`config.mk`:
```
export PLATFORM = sky130hd
export DESIGN_NAME = hse_hash
export DESIGN_NICKNAME = d
export VERILOG_FILES = /design/src/rtl/core/hse_pkg.sv /design/src/rtl/core/hse_hash.sv
export SDC_FILE = /design/constraint.sdc
export NUM_CORES = 1
export LEC_CHECK = 0
export BUFFER_PORTS_ARGS = -buffer_cell sky130_fd_sc_hd__buf_4
export CAP_MARGIN = 0
export CORE_MARGIN = 3
export CORE_UTILIZATION = 40
export DETAILED_ROUTE_END_ITERATION = 10
export REMOVE_ABC_BUFFERS = 1
export SETUP_SLACK_MARGIN = 0.5
export SLEW_MARGIN = 20
export SYNTH_ARGS = -nofsm -noshare
export SYNTH_HDL_FRONTEND = slang
export SYNTH_SLANG_ARGS = --single-unit
```
`constraint.sdc`:
```
create_clock -name clk_i -period 5.7 [get_ports clk_i]
set_clock_uncertainty 0.2 [all_clocks]
set_input_delay 0.57 -clock clk_i [delete_from_list [all_inputs] [get_ports clk_i]]
set_output_delay 0.57 -clock clk_i [all_outputs]
set_load 0.01 [all_outputs]
```
`src/rtl/core/hse_pkg.sv`:
```
`timescale 1ns / 1ps

package hse_pkg;

  localparam int unsigned CMD_W   = 2;
  localparam int unsigned KEY_W   = 64;
  localparam int unsigned LEN_W   = 4;
  localparam int unsigned COUNT_W = 11;

  // Stream payload widths, padded to whole bytes.
  localparam int unsigned S_TDATA_W = 72;
  localparam int unsigned M_TDATA_W = 16;

  localparam logic [CMD_W-1:0] CMD_INSERT   = 2'd0;
  localparam logic [CMD_W-1:0] CMD_REMOVE   = 2'd1;
  localparam logic [CMD_W-1:0] CMD_CONTAINS = 2'd2;
  localparam logic [CMD_W-1:0] CMD_CLEAR    = 2'd3;

  localparam logic STATUS_OK   = 1'b0;
  localparam logic STATUS_FULL = 1'b1;

  localparam logic REG_HASH_SEED = 1'b0;
  localparam logic [KEY_W-1:0] HASH_SEED_RESET = 64'd5381;

endpackage

```
`src/rtl/core/hse_hash.sv`:
```
`timescale 1ns / 1ps

module hse_hash #(
  parameter int unsigned NUM_BUCKETS = 256,
  parameter int unsigned KEY_BYTES = 8,
  localparam int unsigned BucketW = (NUM_BUCKETS > 1) ? $clog2(NUM_BUCKETS) : 1,
  localparam int unsigned KeyW = KEY_BYTES * 8
) (
  input  logic                         clk_i,
  input  logic                         rst_ni,
  input  logic                         start_i,
  input  logic [hse_pkg::KEY_W-1:0]    seed_i,
  input  logic [KeyW-1:0]              key_i,
  input  logic [hse_pkg::LEN_W-1:0]    len_i,
  output logic                         done_o,
  output logic [BucketW-1:0]           bucket_o
);

  localparam logic [1:0] PH_IDLE = 2'd0;
  localparam logic [1:0] PH_HASH = 2'd1;
  localparam logic [1:0] PH_MOD  = 2'd2;
  localparam logic [1:0] PH_DONE = 2'd3;

  localparam bit IsPow2 = (NUM_BUCKETS & (NUM_BUCKETS - 1)) == 0;
  localparam int unsigned ModSteps = hse_pkg::KEY_W / 2;
  localparam int unsigned StepW = $clog2(ModSteps);
  localparam logic [StepW-1:0] LastStep = StepW'(ModSteps - 1);
  localparam logic [BucketW+1:0] Div1 = (BucketW + 2)'(NUM_BUCKETS);
  localparam logic [BucketW+1:0] Div2 = (BucketW + 2)'(2 * NUM_BUCKETS);
  localparam logic [BucketW+1:0] Div3 = (BucketW + 2)'(3 * NUM_BUCKETS);

  logic [1:0]                   phase_q, phase_d;
  logic [hse_pkg::KEY_W-1:0]    acc_q, acc_d;
  logic [KeyW-1:0]              kshift_q, kshift_d;
  logic [hse_pkg::LEN_W-1:0]    left_q, left_d;
  logic [StepW-1:0]             mstep_q, mstep_d;
  logic [BucketW-1:0]           rem_q, rem_d;
  logic [BucketW+1:0]           trial;

  always_comb begin
    phase_d  = phase_q;
    acc_d    = acc_q;
    kshift_d = kshift_q;
    left_d   = left_q;
    mstep_d  = mstep_q;
    rem_d    = rem_q;
    trial    = {rem_q, acc_q[hse_pkg::KEY_W-1 -: 2]};
    unique case (phase_q)
      PH_IDLE: begin
        if (start_i) begin
          acc_d    = seed_i;
          kshift_d = key_i;
          left_d   = len_i;
          phase_d  = PH_HASH;
        end
      end
      PH_HASH: begin
        if (left_q != '0) begin
          acc_d    = acc_q + (acc_q << 5) + hse_pkg::KEY_W'(kshift_q[7:0]);
          kshift_d = kshift_q >> 8;
          left_d   = left_q - 1'b1;
        end else if (IsPow2) begin
          rem_d   = acc_q[BucketW-1:0];
          phase_d = PH_DONE;
        end else begin
          rem_d   = '0;
          mstep_d = '0;
          phase_d = PH_MOD;
        end
      end
      PH_MOD: begin
        if (trial >= Div3) begin
          rem_d = BucketW'(trial - Div3);
        end else if (trial >= Div2) begin
          rem_d = BucketW'(trial - Div2);
        end else if (trial >= Div1) begin
          rem_d = BucketW'(trial - Div1);
        end else begin
          rem_d = BucketW'(trial);
        end
        acc_d   = acc_q << 2;
        mstep_d = mstep_q + 1'b1;
        if (mstep_q == LastStep) begin
          phase_d = PH_DONE;
        end
      end
      PH_DONE: begin
        phase_d = PH_IDLE;
      end
      default: begin
        phase_d = PH_IDLE;
      end
    endcase
  end

  always_ff @(posedge clk_i or negedge rst_ni) begin
    if (!rst_ni) begin
      phase_q <= PH_IDLE;
    end else begin
      phase_q <= phase_d;
    end
  end

  always_ff @(posedge clk_i) begin
    acc_q    <= acc_d;
    kshift_q <= kshift_d;
    left_q   <= left_d;
    mstep_q  <= mstep_d;
    rem_q    <= rem_d;
  end

  assign done_o   = (phase_q == PH_DONE);
  assign bucket_o = rem_q;

endmodule

```
==> results.sh <==
export IMPL_yosysUniqueCellTypes=64
export IMPL_maxCapViolations=0
export IMPL_ios=144
export IMPL_slew_headroom_pct=29.4
export IMPL_finalHoldViolations=0
export IMPL_die_area_mm2=0.0298
export IMPL_ctsHoldBuffers=1
export IMPL_max_freq_mhz=226
export IMPL_syn_to_final_growth_pct=18.6
export IMPL_initial_utilization_pct=40.9
export IMPL_netlist_instances=1083
export IMPL_critPathLaunchType="flip-flop"
export IMPL_cts_repair_resized=0
export IMPL_cp_required_ps=5680
export IMPL_synth_avg_cell_area_um2=10.2
export IMPL_avgRoutedWirePerCell_um=18.5
export IMPL_cp_arrival_ps=4400
export IMPL_drv_slew=0
export IMPL_place_congestion=0.923
export IMPL_crit_path_end_kind="flip-flop"
export IMPL_grt_max_degree=87
export IMPL_synth_seq_cells=147
export IMPL_ys_warnings_count=0
export IMPL_portBuffers=143
export IMPL_overflow=0
export IMPL_layout_drive_gt1_share_pct=21.9
export IMPL_viasPerCell=5.58
export IMPL_drc=0
export IMPL_hpwl_um=21900
export IMPL_fin_tns_setup_ps=0
export IMPL_async_flop_share_pct=1.36
export IMPL_clock_sinks=147
export IMPL_design_area_mm2=0.0132
export IMPL_synth_yosys_seq_area_share_pct=39.7
export IMPL_initialDrtViolationCount=606
export IMPL_clock_latency_ps=430
export IMPL_worst_pin_slew_ps=1060
export IMPL_cts_root_buf="clkbuf_16"
export IMPL_drt_total_wl_um=29300
export IMPL_cts_buffers=17
export IMPL_outcome="finished clean"
export IMPL_hp_start="key_i[63]"
export IMPL_grt_usage_pct=19.4
export IMPL_vias=8851
export IMPL_post_cts_setup_buffer_count=0
export IMPL_worstSetupStartpoint="acc_q[1]"
export IMPL_htree_levels=4
export IMPL_crit_fanout=4
export IMPL_final_nets=1469
export IMPL_setup_violations=0
export IMPL_synth_flop_cell="edfxtp_1"
export IMPL_crit_type="reg -> reg"
export IMPL_grt_pass1_wl_um=47200
export IMPL_grt_pass1_vias=8913
export IMPL_synth_edf_count=145
export IMPL_core_mm2=0.0271
export IMPL_diodes=0
export IMPL_path_clk_slew_ps=80
export IMPL_post_route_util_pct=48.6
export IMPL_placed_area_mm2=0.0125
export IMPL_timing_rr_start="acc_q[1]"
export IMPL_die_w_um=173
export IMPL_fin_crit_sh_pct=77.5
export IMPL_die_height_um=173
export IMPL_fp_row_count=60
export IMPL_drt_first_pass_iters=5
export IMPL_syn_area_mm2=0.0111
export IMPL_rsz0062_at_grt="no"
export IMPL_cts_buffer_depth=2
export IMPL_antenna_found_initial=2
export IMPL_cts_tree="done"
export IMPL_period_needed_ps=4420
export IMPL_final_antenna_net_count=0
export IMPL_min_path_type="in -> reg"
==> kinds of logic (layout without fill, tap and decap cells) <==
logic type / after synthesis / in the layout / share of synthesized area, %
flip-flops: 147 / 147 / 39.7
adder cells (fa/ha/maj): 134 / 134 / 15.4
XOR/XNOR: 63 / 63 / 4.97
buffers and inverters: 91 / 221 / 3.09
multiplexers: 67 / 67 / 6.75
AO/OA/AOI/OAI: 317 / 317 / 19.1
AND/OR/NAND/NOR: 264 / 264 / 11.1
==> placed cells by master (no fill, tap or decap), types with 7 or more instances in the layout <==
cell,Yosys,final
buf_4,0,151
edfxtp_1,145,145
ha_1,130,127
nor2_1,111,108
a21oi_1,84,84
o21ai_0,64,64
mux2_2,63,63
nand2_1,61,61
xnor2_1,38,38
inv_1,37,36
a21o_1,34,34
a221oi_1,32,32
xor2_1,25,25
nand4_1,21,21
a22oi_1,20,20
o21bai_1,18,18
clkbuf_16,0,17
nand3_1,14,14
a221o_1,13,13
nor3_1,12,12
nor2b_1,11,11
a31oi_1,8,8
clkinv_8,0,7
==> cell type report <==
cell class / instances / area [µm²]
Fill cell: 2572 / 13900
Multi-Input combinational cell: 845 / 6380
Sequential cell: 147 / 4400
Timing Repair Buffer: 152 / 1140
Tap cell: 372 / 465
Clock buffer: 17 / 425
Clock inverter: 15 / 201
Inverter: 37 / 139
==> state kept, by name (all words and copies together) (netlist names) <==
| name | cells |
|---|---|
| left_q | 4 |
| mstep_q | 5 |
| phase_q | 2 |
| acc_q | 64 |
| bucket_o | 8 |
| kshift_q | 64 |
==> worst max-delay path: stages, from the launching register on <==
cell and delay [ps]:
edfxtp_1 460, ha_1 330, ha_1 230, fa_1 420, a211o_1 330, a211o_1 300
a221oi_1 380, nand2b_1 220, a221oi_1 140, or2_2 400, a21oi_1 230, xor2_1 190
nor2_1 60, a221o_1 280
==> cell usage after synthesis (4+ instances only) <==
cell type	n	area share (%)
edfxtp_1	145	39
ha_1	130	15
nor2_1	111	3.8
a21oi_1	84	3.8
o21ai_0	64	2.9
mux2_2	63	6.4
nand2_1	61	2.1
clkbuf_1	50	1.7
xnor2_1	38	3.0
inv_1	37	1.3
a21o_1	34	2.3
a221oi_1	32	2.5
xor2_1	25	2.0
nand4_1	21	1.2
a22oi_1	20	1.4
o21bai_1	18	1.2
nand3_1	14	0.63
a221o_1	13	1.2
nor3_1	12	0.54
nor2b_1	11	0.62
a31oi_1	8	0.45
a21boi_0	6	0.41
o21a_1	6	0.41
nand2b_1	5	0.28
a211o_1	4	0.32
fa_1	4	0.72
mux2i_1	4	0.36
or3_1	4	0.23
==> through the flow <==
step	worst slack, ps	hold WS (ps)	std cells
after global routing	1040	202	1585
after CTS	1260	203	1585
after global placement	1370	156	1552
final	1280	221	1585
after detailed placement	1280	161	1552
after floorplan	-845	74.4	1029
==> worst paths after layout <==
check | end | slack (ps) | cells after the start
worst max register to register | acc_q[51] | 1280 | 13
worst min register to register | kshift_q[18] | 350 | 1
max in group asynchronous | phase_q[1] | 4950 | 2
worst min-delay path | kshift_q[63] | 220 | 2
min in group asynchronous | phase_q[0] | 260 | 2
worst max-delay path | acc_q[51] | 1280 | 13
==> routing by layer <==
metal,up-vias,track usage [%],wire length (µm)
li1,4361,-,-
met1,4177,25.9,13200
met2,274,30.4,13100
met3,35,6.81,2500
met4,4,4.63,459
met5,-,0,28
Power is left out: the tool's default activity adds up to more than one toggle a clock period on the data nets, which glitch-free logic cannot reach.
